[config.mk]
export PLATFORM = sky130hd
export DESIGN_NAME = hbs_queue
export DESIGN_NICKNAME = d
export VERILOG_FILES = /design/src/hdl/hbs_pkg.sv /design/src/hdl/hbs_queue.sv
export VERILOG_INCLUDE_DIRS = /design/src /design/src/hdl
export SDC_FILE = /design/constraint.sdc
export NUM_CORES = 1
export LEC_CHECK = 0
export BUFFER_PORTS_ARGS = -buffer_cell sky130_fd_sc_hd__buf_4
export CAP_MARGIN = 20
export CORE_ASPECT_RATIO = 0.75
export CORE_UTILIZATION = 30
export CTS_CLUSTER_DIAMETER = 30
export CTS_CLUSTER_SIZE = 14
export DETAILED_ROUTE_END_ITERATION = 16
export GPL_TIMING_DRIVEN = 0
export PLACE_DENSITY = 0.53
export REMOVE_ABC_BUFFERS = 1
export SLEW_MARGIN = 10
export SYNTH_ARGS = -nofsm -noshare
export SYNTH_HDL_FRONTEND = slang
export SYNTH_SLANG_ARGS = --single-unit
[constraint.sdc]
create_clock -name i_clk -period 5 [get_ports i_clk]
set_clock_uncertainty 0.1 [all_clocks]
set_input_delay 0.25 -clock i_clk [delete_from_list [all_inputs] [get_ports i_clk]]
set_output_delay 0.25 -clock i_clk [all_outputs]
set_load 0.005 [all_outputs]
[src/hdl/heightmap_bilinear_sampler_macros.svh]
// ---------------------------------------------------------------------------
// Heightmap bilinear sampler assertion macros
// Shared concurrent assertion forms clocked on i_clk, reset on i_rst_n.
// ---------------------------------------------------------------------------
`ifndef HEIGHTMAP_BILINEAR_SAMPLER_MACROS_SVH
`define HEIGHTMAP_BILINEAR_SAMPLER_MACROS_SVH

// Condition must never hold
`define HBS_ASSERT_NEVER(lbl, cond, msg) \
    lbl: assert property (@(posedge i_clk) disable iff (!i_rst_n) !(cond)) else $error(msg);

// Antecedent implies consequent in the same cycle
`define HBS_ASSERT_IMPLY(lbl, ante, cons, msg) \
    lbl: assert property (@(posedge i_clk) disable iff (!i_rst_n) (ante) |-> (cons)) \
        else $error(msg);

// Antecedent implies consequent in the next cycle
`define HBS_ASSERT_NEXT(lbl, ante, cons, msg) \
    lbl: assert property (@(posedge i_clk) disable iff (!i_rst_n) (ante) |=> (cons)) \
        else $error(msg);

`endif

[src/hdl/hbs_pkg.sv]
// ---------------------------------------------------------------------------
// Heightmap bilinear sampler package
// Shared constants, codes, types and helper functions.
// ---------------------------------------------------------------------------
`timescale 1ns / 1ps
`default_nettype none
package hbs_pkg;

    localparam int MAX_SIDE    = 256;
    localparam int SIDE_W      = $clog2(MAX_SIDE) + 1;
    localparam int CELL_W      = $clog2(MAX_SIDE);
    localparam int ADDR_W      = 2 * CELL_W;
    localparam int Q_DEPTH     = 4;
    localparam int Q_PTR_W     = $clog2(Q_DEPTH);
    localparam int Q_CNT_W     = Q_PTR_W + 1;
    localparam int CFG_IDX_W   = 3;

    // Register indexes
    localparam logic [CFG_IDX_W-1:0] CFG_ORIGIN_X  = 3'd0;
    localparam logic [CFG_IDX_W-1:0] CFG_ORIGIN_Z  = 3'd1;
    localparam logic [CFG_IDX_W-1:0] CFG_INV_CELL  = 3'd2;
    localparam logic [CFG_IDX_W-1:0] CFG_GRID_W    = 3'd3;
    localparam logic [CFG_IDX_W-1:0] CFG_GRID_H    = 3'd4;

    // Opcodes
    localparam logic OP_WRITE  = 1'b0;
    localparam logic OP_SAMPLE = 1'b1;

    localparam logic [31:0] SIGN_BIAS = 32'h8000_0000;
    localparam logic [16:0] ONE_Q16   = 17'h1_0000;

    typedef struct packed {
        logic [31:0]       origin_x;
        logic [31:0]       origin_z;
        logic [31:0]       inv_cell;
        logic [SIDE_W-1:0] grid_w;
        logic [SIDE_W-1:0] grid_h;
    } t_cfg;

    // One classified beat between the front and the back
    typedef struct packed {
        logic              op;
        logic              found;
        logic [ADDR_W-1:0] a00;
        logic [ADDR_W-1:0] a01;
        logic [ADDR_W-1:0] a10;
        logic [ADDR_W-1:0] a11;
        logic [15:0]       fx;
        logic [15:0]       fz;
        logic [31:0]       wdata;
    } t_qent;

    typedef struct packed {
        logic   valid;
        t_qent  ent;
    } t_push;

    // Saturate a grid side into [2, MAX_SIDE]
    function automatic logic [SIDE_W-1:0] eff_side(input logic [SIDE_W-1:0] v);
        logic [SIDE_W-1:0] r;
        if (v < SIDE_W'(2)) begin
            r = SIDE_W'(2);
        end else if (v > SIDE_W'(MAX_SIDE)) begin
            r = SIDE_W'(MAX_SIDE);
        end else begin
            r = v;
        end
        return r;
    endfunction

endpackage
`default_nettype wire

[src/hdl/hbs_queue.sv]
// ---------------------------------------------------------------------------
// Heightmap sampler decoupling queue
// Small FIFO of classified beats between the front and back ends.
// ---------------------------------------------------------------------------
`timescale 1ns / 1ps
`default_nettype none
`include "heightmap_bilinear_sampler_macros.svh"
module hbs_queue import hbs_pkg::*; (
    input  logic  i_clk,
    input  logic  i_rst_n,
    input  t_push i_push,
    input  logic  i_pop,
    output logic  o_full,
    output logic  o_nempty,
    output t_qent o_head
);

    t_qent              r_mem [Q_DEPTH];
    logic [Q_PTR_W-1:0] r_wptr, r_rptr;
    logic [Q_CNT_W-1:0] r_count, n_count;
    logic               push, pop;

    assign o_full   = (r_count == Q_CNT_W'(Q_DEPTH));
    assign o_nempty = (r_count != '0);
    assign push     = i_push.valid && !o_full;
    assign pop      = i_pop && o_nempty;
    assign o_head   = r_mem[r_rptr];

    // Track fill level
    always_comb begin
        n_count = r_count;
        if (push && !pop) begin
            n_count = r_count + Q_CNT_W'(1);
        end else if (pop && !push) begin
            n_count = r_count - Q_CNT_W'(1);
        end
    end

    // Advance pointers
    always_ff @(posedge i_clk) begin
        if (!i_rst_n) begin
            r_wptr  <= '0;
            r_rptr  <= '0;
            r_count <= '0;
        end else begin
            r_count <= n_count;
            if (push) r_wptr <= r_wptr + Q_PTR_W'(1);
            if (pop)  r_rptr <= r_rptr + Q_PTR_W'(1);
        end
    end

    // Store entries
    always_ff @(posedge i_clk) begin
        if (push) r_mem[r_wptr] <= i_push.ent;
    end

    `HBS_ASSERT_NEVER(a_no_overflow, r_count > Q_CNT_W'(Q_DEPTH), "queue overflow")
    `HBS_ASSERT_NEVER(a_no_underflow, i_pop && !o_nempty, "queue underflow pop")
    `HBS_ASSERT_NEXT(a_count_track, push && !pop, r_count == $past(r_count) + 1'b1, "count lost")
    `HBS_ASSERT_NEVER(a_ptr_gap, r_count == '0 && r_wptr != r_rptr, "pointers split when empty")

endmodule
`default_nettype wire

==> qor.yml, run 1 <==
min_path:
  hp-class: "in -> reg"
worst_setup_path:
  criticalPathCategory: "reg -> out"
  r2r_end: "r_mem[3][6]"
  r2r-start: "r_count[0]"
  endpoint: "o_head[8]"
  arrival_ns: 2.54
  reg2reg_slack_ns: 2.31
  cp_max_fo: 34
  worstRegToRegCells: 5
  critical_path_required_ns: 4.65
  end_kind: "output port"
  cp-start-kind: "flip-flop"
floorplan:
  die-area_um2: 65500
  rows: 80
  initial_core_util: 0.304
  fp.dieW_um: 295
  io_pins: 266
  core_um2: 63700
  die_h_um: 222
drt:
  num_vias: 9331
  wl_per_cell_um: 18.7
  drcViolationCount: 0
  drt_iter0_markers: 389
  firstDrtPassIters: 6
  vias_per_cell: 4.31
  drtAntennaViolNets: 0
  drt_wl_total_mm: 40.5
placed_design:
  placed_area_um2: 22500
  gp_congestion: 0.662
  place_inst: 1838
  hpwl_mm: 23.5
  portBuffers: 265
  place_ws_ns: 2.25
pwr:
  p_per_area_nw_per_um2: 566
  power.share.clock: 0.451
  p_sw_mw: 3.78
  comb_power_share: 0.192
  power_mw: 15.5
  p_seq_frac: 0.357
  p_sw_frac: 0.244
  peakVddDrop_uv: 352
  power_leakage_nw: 9.39
  internal-power_mw: 11.8
finish:
  fin_cells: 2165
  nNetsFinal: 1353
  postLayoutCellArea_um2: 27500
  drive_gt1_frac: 0.455
  fill_cells: 5542
  area.growth.synth_to_final_pct: 42.0
clock_tree:
  cts_root_buf: "clkbuf_16"
  h-tree-depth: 3
  cts_resized: 0
  cts_tree: "built"
  post_cts_buffers: 0
  numCtsBuffers: 102
  clk_path_buf_depth: 3
  insertion_delay_ns: 0.62
  cts_sinks: 529
  path_clk_slew_ns: 0.05
  hold_buffers: 132
yosys:
  syn_inst: 727
  synth.avg_cell_area_um2: 26.6
  synthDistinctLibCells: 24
  synthesis.area_um2: 19300
  seq_area_frac_synth: 0.817
  ys_ff_latch: 529
  ys_warn_count: 0
grt:
  grt_max_degree: 48
  grt_pass1_wl_mm: 61.9
  grt_use_total: 0.126
  grt_overflow: 0
  antenna_found_initial: 6
  grt_pass1_vias: 10400
sta:
  slew_headroom: 0.475
  final.min_clock_period_ns: 2.89
  fin_tns_setup_ns: 0
  report.final.slew_viol_count: 0
  finalCritPeriodShare: 0.578
  setup_viol: 0
  fmax_ghz: 0.346
  hold_viol_final: 0
  tightest_slew_ns: 0.787
  fin_ws_ns: 2.11
  rsz0062_at_grt: "false"
outcome:
  outcome: "completed"
flow_run:
  maxCapViolations: 0
-- power groups by stage --
| stage | logic [mW] | registers (mW) | clock network (mW) |
|---|---|---|---|
| floorplan | 1.43 | 5.86 | 0 |
| global placement | 2.48 | 6.01 | 0 |
| detailed placement | 2.98 | 5.63 | 0 |
| CTS | 3.08 | 5.55 | 7.17 |
| global route | 3.24 | 5.58 | 7.36 |
| finish | 2.99 | 5.54 | 7.01 |
-- layout by cell type, fill, tap and decap left out, drive strengths merged, types with 4 or more instances in the layout --
cell         instances
diode                4
and2                 8
dfxtp                9
edfxtp             520
mux4               130
inv                 16
nand2                4
ha                   5
dlygate4sd3        132
clkinvlp            13
clkinv              38
bufinv              17
clkbuf             110
buf                281
-- worst min-delay path by stage --
| stage | from | endpoint | slack [ns] | cells past startpoint |
|---|---|---|---|---|
| floorplan | i_push[0] | r_mem[0][0] | 0.25 | 0 |
| global placement | i_push[61] | r_mem[1][61] | 0.35 | 1 |
| detailed placement | i_push[115] | r_mem[3][115] | 0.35 | 1 |
| CTS | i_push[130] | r_wptr[1] | 0.00008 | 3 |
| global route | i_push[130] | r_wptr[0] | 0.03 | 3 |
| finish | i_push[130] | r_wptr[1] | 0.05 | 3 |
-- worst max-delay path, stage by stage, from the launching register on --
cell	delay, ns
dfxtp_4	0.54
buf_16	0.28
buf_16	0.29
mux4_2	0.60
buf_4	0.17
-- layout make-up --
type	instances	area, um2	share of cell area
Inverter	3	11.3	0.000410
Sequential cell	529	15800	0.576
Multi-Input combinational cell	164	3210	0.117
Clock buffer	110	2580	0.0941
Antenna cell	4	10.0	0.000365
Clock inverter	81	1020	0.0370
Timing Repair Buffer	413	3740	0.136
Tap cell	861	1080	0.0392
-- sequential cells by signal (all words and copies together) (netlist names), named ones only --
register and count:
r_rptr 2, r_wptr 2, r_count 3, r_mem 520
-- synth_stat cells (all sizes together) --
cell	n	share of area
edfxtp	520	0.81
nor2b	2	0.00065
xor2	1	0.00045
clkbuf	3	0.00058
buf	28	0.016
or3	2	0.00065
nor3b	1	0.00039
inv	3	0.00058
nand2	4	0.00078
fa	1	0.0010
xnor2	3	0.0014
and2	8	0.0026
dfxtp	9	0.0093
o311ai	1	0.00045
o21ai	1	0.00026
ha	5	0.0032
mux4	130	0.15
a21boi	1	0.00039
mux2i	3	0.0016
o31ai	1	0.00039
-- logic make-up (layout without fill, tap and decap cells) --
| group | Yosys count | count (layout) | share of synthesized area |
|---|---|---|---|
| AO/OA/AOI/OAI | 4 | 4 | 0.00149 |
| XOR/XNOR | 4 | 4 | 0.00181 |
| adder cells (fa/ha/maj) | 6 | 6 | 0.00427 |
| buffers and inverters | 34 | 607 | 0.0175 |
| flip-flops | 529 | 529 | 0.817 |
| multiplexers | 133 | 133 | 0.153 |
| other | 0 | 4 | 0 |
| AND/OR/NAND/NOR | 17 | 17 | 0.00505 |
-- stage by stage --
step	util	hold WS, ns
floorplan	-	0.249
global placement	0.347	0.350
detailed placement	0.354	0.354
CTS	0.431	0.0000818
global route	0.431	0.0300
finish	0.431	0.0474
-- per-layer routing --
metal	track usage	part of all wire	vias up
li1	-	-	4168
met2	0.188	0.46	266
met3	0.0475	0.077	79
met1	0.164	0.44	4814
met4	0.0491	0.026	4
met5	0	0.00067	-
(Power assumes the default switching activity.)
==> inputs of run 2 (changes only) <==
Settings changed: PLACE_DENSITY 0.53 to 0.55.
Clock period 5 ns to 2.4 ns, I/O delays scaled along.
==> run 2 against run 1 <==
Net effect:
- setup slack got worse by 2.0 ns
- wire length increased by 8.9%
- sequential power increased by 110%
- design area increased by 1.6%
- non-clock buffer count increased by 22
- utilization increased by 0.69 points
- count of clock-buffer cells in the layout decreased by 4
- critical path type unchanged
- critical endpoint is now o_head[111]
==> qor.yml, run 2 (same netlist as run 1, synthesis figures left out) <==
outcome:
  outcome: "completed"  # unchanged
sta:
  report.final.slew_viol_count: 0  # unchanged
  slew_headroom: 0.506  # was 0.475
  final.min_clock_period_ns: 2.32
  finalCritPeriodShare: 0.969
  rsz0062_at_grt: "true"  # was false
  hold_viol_final: 0  # unchanged
  setup_viol: 0  # unchanged
  tightest_slew_ns: 0.741  # was 0.787 ns
  fmax_ghz: 0.430
clock_tree:
  cts_sinks: 529  # unchanged
  h-tree-depth: 3  # unchanged
  clk_path_buf_depth: 3  # unchanged
  insertion_delay_ns: 0.61  # was 0.62 ns
  path_clk_slew_ns: 0.05  # about the same
  numCtsBuffers: 98  # was 102
  cts_tree: "built"  # unchanged
  cts_root_buf: "clkbuf_16"  # unchanged
worst_setup_path:
  critical_path_required_ns: 2.18  # was 4.65 ns
  worstRegToRegCells: 8  # was 5
  criticalPathCategory: "reg -> out"  # unchanged
  cp-start-kind: "flip-flop"  # unchanged
  cp_max_fo: 9  # was 34
  slowest_delay_ns: 0.54  # was 0.60 ns
  slowest_stage: "mux4_2"  # unchanged
  end_kind: "output port"  # unchanged
  arrival_ns: 2.10  # was 2.54 ns
  reg2reg_slack_ns: 0.19  # was 2.31 ns
  worstPathCellList: "buf_12 -> buf_16 -> mux4_2 -> buf_6"  # was buf_16 -> buf_16 -> mux4_2 -> buf_4
drt:
  drtAntennaViolNets: 0  # unchanged
  drt_wl_total_mm: 44.1  # was 40.5 mm
  firstDrtPassIters: 5  # was 6
  drt_iter0_markers: 428  # was 389
  drcViolationCount: 0  # unchanged
  num_vias: 9517  # was 9331
  wl_per_cell_um: 20.2  # was 18.7 um
  vias_per_cell: 4.36  # was 4.31
grt:
  grt_use_total: 0.137  # was 0.126
  grt_overflow: 0  # unchanged
  grt_pass1_wl_mm: 65.1  # was 61.9 mm
  antenna_found_initial: 5  # was 6
  grt_pass1_vias: 10600  # was 10.4k
  grt_max_degree: 51  # was 48
floorplan:
  initial_core_util: 0.304  # unchanged
  die-area_um2: 65500  # unchanged
  fp.dieW_um: 295  # unchanged
  core_um2: 63700  # unchanged
  io_pins: 266  # unchanged
  rows: 80  # unchanged
  die_h_um: 222  # unchanged
min_path:
  whs_path_depth: 2  # was 3
  hp-class: "in -> reg"  # unchanged
pwr:
  power_leakage_nw: 9.62  # was 9.39 nW
  p_per_area_nw_per_um2: 1190  # was 566 nW/um2
  peakVddDrop_uv: 787  # was 352 uV
placed_design:
  hpwl_mm: 23.0  # was 23.5 mm
  portBuffers: 265  # unchanged
  placed_area_um2: 22500  # about the same
  gp_congestion: 0.656  # was 0.662
flow_run:
  maxCapViolations: 0  # unchanged
finish:
  largest_register: "r_mem"  # unchanged
  fill_cells: 5522  # was 5542
  nNetsFinal: 1375  # was 1353
  drive_gt1_frac: 0.466  # was 0.455
  area.growth.synth_to_final_pct: 44.3  # was 42.0%
  largest_reg_flops: 520  # unchanged
  postLayoutCellArea_um2: 27900  # was 27500 um2
  layout_commonest_cell: "edfxtp_1"  # unchanged
  multi_input_area_um2: 3250  # was 3210 um2
  final_cell_mix: "edfxtp_1 (520), buf_4 (231), dlygate4sd3_1 (133)"  # was edfxtp_1 (520), buf_4 (265), dlygate4sd3_1 (132)
  fin_util: 0.438  # was 0.431
  seqCellArea_um2: 15800  # about the same
  reg_top3: "r_mem x520, r_count x3"  # unchanged
==> run 2: cell count changes in the layout (fill, tap and decap cells not counted), sizes merged <==
cell / delta
bufinv: +2
dlygate4sd3: +1
and2: +4
clkbuf: -1
clkinvlp: -7
bufbuf: +1
buf: +17
inv: -4
clkinv: +3
==> run 2: worst max-delay path, delay by kind of cell, from the launching register on <==
kind     cells  cell delay (ns)
mux          1             0.54
buf+inv      3             0.52
flops        1             0.40
==> run 2: power by group <==
| group | internal, mW | switching (mW) | total [mW] |
|---|---|---|---|
| logic | 4.22 | 3.11 | 7.33 |
| registers | 11.2 | 0.260 | 11.5 |
| clock network | 9.68 | 4.56 | 14.2 |
| total | 25.1 | 7.93 | 33.1 |
==> run 2: final timing paths <==
| path | to | start |
|---|---|---|
| worst max register to register | r_count[2] | r_count[2] |
| worst max-delay path | o_head[111] | flip-flop |
| worst min register to register | r_wptr[1] | r_wptr[1] |
| worst min-delay path | r_mem[0][129] | i_push[129] |
==> run 2: final cells by class <==
| cell class | count | area share |
|---|---|---|
| multi-input combinational | 168 | 0.117 |
| tap | 861 | 0.0386 |
| sequential | 529 | 0.567 |
| inverter | 3 | 0.000404 |
| timing repair buffer | 435 | 0.153 |
| clock inverter | 75 | 0.0339 |
| antenna | 4 | 0.000359 |
| clock buffer | 106 | 0.0909 |
==> run 2: timing repair <==
action | 4_1_cts | 5_1_grt
endpoints found under the setup margin | 491 | 58
gates resized for setup | 31 | 28
hold endpoints to repair | 529 | 0
hold buffers | 133 | 0
gates cloned | 9 | 4
setup buffers | 14 | 0
pin swaps | 4 | 0
==> run 2: per-layer routing <==
| metal | up-vias | routed length (um) | global-route usage |
|---|---|---|---|
| met5 | - | 13 | 0 |
| li1 | 4236 | - | - |
| met4 | 2 | 939 | 0.0493 |
| met1 | 4936 | 19200 | 0.178 |
| met2 | 277 | 20400 | 0.209 |
| met3 | 66 | 3570 | 0.0494 |
==> run 2: metrics by stage <==
step	hold slack [ns]	setup WS (ns)	std cells	setup TNS, ns	power (mW)
finish	0.140	0.0751	2181	0	33.1
global route	0.106	-0.0307	2181	-0.533	34.4
CTS	0.0744	-0.0357	2173	-0.456	33.3
detailed placement	0.222	-0.294	1836	-90.34	17.9
global placement	0.220	-7.08	1822	-3565.55	15.8
floorplan	0.119	-3.85	696	-1592.41	14.3
==> inputs of run 3 (changes only) <==
--- a/constraint.sdc
+++ b/constraint.sdc
@@ -4,2 +4,2 @@
 set_output_delay 0.12 -clock i_clk [all_outputs]
-set_load 0.005 [all_outputs]
+set_load 0.05 [all_outputs]
==> run 3 against run 2 <==
Net effect:
- the run now ends with negative setup slack left
- wire length rose by 1.9%
- sequential cell count did not move
- power grew 13%
- first-iteration DRC count grew 11%
- setup slack lost 0.092 ns
- clock power hardly changed
- combinational power grew 60%
- critical path depth rose by 1
- count of clock-buffer cells in the layout unchanged
- design area increased by 1.3%
- critical path type unchanged
==> qor.yml, run 3 (same netlist as run 1, synthesis figures left out) <==
grt:
  grt_pass1_vias: 10700  # was 10.6k
  grt_use_total: 0.138  # was 0.137
  antenna_found_initial: 4  # was 5
  grt_max_degree: 51  # unchanged
  grt_overflow: 0  # unchanged
  grt_pass1_wl_mm: 65.5  # was 65.1 mm
pwr:
  internal-power_mw: 25.7  # was 25.1 mW
  p_per_area_nw_per_um2: 1330  # was 1190 nW/um2
  p_seq_frac: 0.307  # was 0.348
  p_sw_mw: 11.8  # was 7.93 mW
  peakVddDrop_uv: 844  # was 787 uV
  power_leakage_nw: 9.76  # was 9.62 nW
  power_mw: 37.4  # was 33.1 mW
  comb_power_share: 0.313  # was 0.222
  p_sw_frac: 0.314  # was 0.240
  power.share.clock: 0.381  # was 0.431
outcome:
  violations: "negative setup slack"
  outcome: "finished, violations left"  # was completed
placed_design:
  place_inst: 1836  # unchanged
  place_ws_ns: -0.294  # unchanged
  hpwl_mm: 23.0  # unchanged
  portBuffers: 265  # unchanged
  gp_congestion: 0.656  # unchanged
floorplan:
  fp.dieW_um: 295  # unchanged
  rows: 80  # unchanged
  io_pins: 266  # unchanged
  core_um2: 63700  # unchanged
  initial_core_util: 0.304  # unchanged
  die-area_um2: 65500  # unchanged
  die_h_um: 222  # unchanged
finish:
  area.growth.synth_to_final_pct: 46.1  # was 44.3%
  nNetsFinal: 1384  # was 1375
  final_cell_mix: "edfxtp_1 (520), buf_4 (181), dlygate4sd3_1 (133)"  # was edfxtp_1 (520), buf_4 (231), dlygate4sd3_1 (133)
  drive_gt1_frac: 0.469  # was 0.466
  fin_cells: 2189  # was 2181
  largest_reg_flops: 520  # unchanged
  layout_commonest_cell: "edfxtp_1"  # unchanged
  multi_input_area_um2: 3250  # unchanged
  seqCellArea_um2: 15800  # unchanged
  fill_cells: 5484  # was 5522
  largest_register: "r_mem"  # unchanged
  reg_top3: "r_mem x520, r_count x3"  # unchanged
sta:
  fmax_ghz: 0.414  # was 0.430 GHz
  hold_viol_final: 0  # unchanged
  rsz0062_at_grt: "true"  # unchanged
  report.final.slew_viol_count: 0  # unchanged
  setup_viol: 1  # was 0
  finalCritPeriodShare: 1.01  # was 0.969
  hold_ws_ns: 0.137  # was 0.140 ns
  tightest_slew_ns: 0.729  # was 0.741 ns
  fin_ws_ns: -0.0167  # was 0.0751 ns
  final.min_clock_period_ns: 2.42  # was 2.32 ns
  slew_headroom: 0.514  # was 0.506
worst_setup_path:
  critical_path_required_ns: 2.18  # about the same
  criticalPathCategory: "reg -> out"  # unchanged
  end_kind: "output port"  # unchanged
  reg2reg_slack_ns: 0.19  # about the same
  cp_max_fo: 8  # was 9
  arrival_ns: 2.20  # was 2.10 ns
  cp-start-kind: "flip-flop"  # unchanged
drt:
  num_vias: 9571  # was 9517
  drtAntennaViolNets: 0  # unchanged
  wl_per_cell_um: 20.5  # was 20.2 um
  drcViolationCount: 0  # unchanged
  drt_iter0_markers: 474  # was 428
  drt_wl_total_mm: 44.9  # was 44.1 mm
  vias_per_cell: 4.37  # was 4.36
  firstDrtPassIters: 4  # was 5
clock_tree:
  cts_sinks: 529  # unchanged
  cts_tree: "built"  # unchanged
  numCtsBuffers: 98  # unchanged
  cts_root_buf: "clkbuf_16"  # unchanged
  insertion_delay_ns: 0.61  # about the same
  path_clk_slew_ns: 0.05  # about the same
  h-tree-depth: 3  # unchanged
  clk_path_buf_depth: 3  # unchanged
flow_run:
  maxCapViolations: 0  # unchanged
min_path:
  hp-class: "in -> reg"  # unchanged
## run 3: cell types whose count changed in the layout (fill, tap and decap cells not counted)
cell	delta
buf_12	+6
buf_16	-1
buf_4	-50
buf_6	+48
buf_8	+5
clkbuf_16	+1
diode_2	-1
## run 3: through the flow
step                      setup TNS, ns   util  instance area (um2)
final                           -0.0167  0.444                28300
after global routing              -4.62  0.444                28300
after CTS                         -3.65  0.441                28100
after detailed placement         -92.11  0.353                22500
after global placement         -3577.09  0.347                22100
after floorplan                -1742.16      -                19000
## run 3: critical path: stages, from the launching register on
cell,delay (ns)
dfxtp_4,0.40
buf_16,0.16
buf_12,0.13
buf_16,0.14
mux4_2,0.54
buf_6,0.18
## run 3: layer usage
layer  up-vias  part of all wire  global-route usage
met5         -           0.00029                   0
li1       4263                 -                   -
met2       274              0.46               0.211
met3        63             0.079              0.0483
met1      4969              0.44               0.180
met4         2             0.021              0.0495
## run 3: power by group through the flow
| stage | sequential, mW | clock, mW | combinational [mW] |
|---|---|---|---|
| 2_1_floorplan | 12.0 | 0 | 5.08 |
| 3_3_place_gp | 12.0 | 0 | 5.94 |
| 3_5_place_dp | 11.9 | 0 | 9.76 |
| 4_1_cts | 11.5 | 14.6 | 11.6 |
| 5_1_grt | 11.6 | 15.0 | 12.3 |
| 6_report | 11.5 | 14.3 | 11.7 |
## run 3: timing repair
item	CTS	global route
cloned	11	4
endpoints found under the hold margin	529	0
pin swaps	4	0
hold buffers	133	0
resized for setup	86	35
buffers inserted	19	6
endpoints found under the setup margin	491	123
## run 3: final cells by class
cell class | instances | area share
inverter | 3 | 0.000399
timing repair buffer | 444 | 0.163
clock buffer | 106 | 0.0897
clock inverter | 75 | 0.0334
tap | 861 | 0.0381
sequential | 529 | 0.559
multi-input combinational | 168 | 0.115
antenna | 3 | 0.000266
## run 3: path summary, 6_finish.rpt
path | from | endpoint | cells past startpoint
setup / recovery | flip-flop | o_head[107] | 5
hold / removal | i_push[129] | r_mem[0][129] | 2
setup reg to reg | r_count[2] | r_count[2] | 8
hold reg to reg | r_wptr[1] | r_wptr[1] | 2
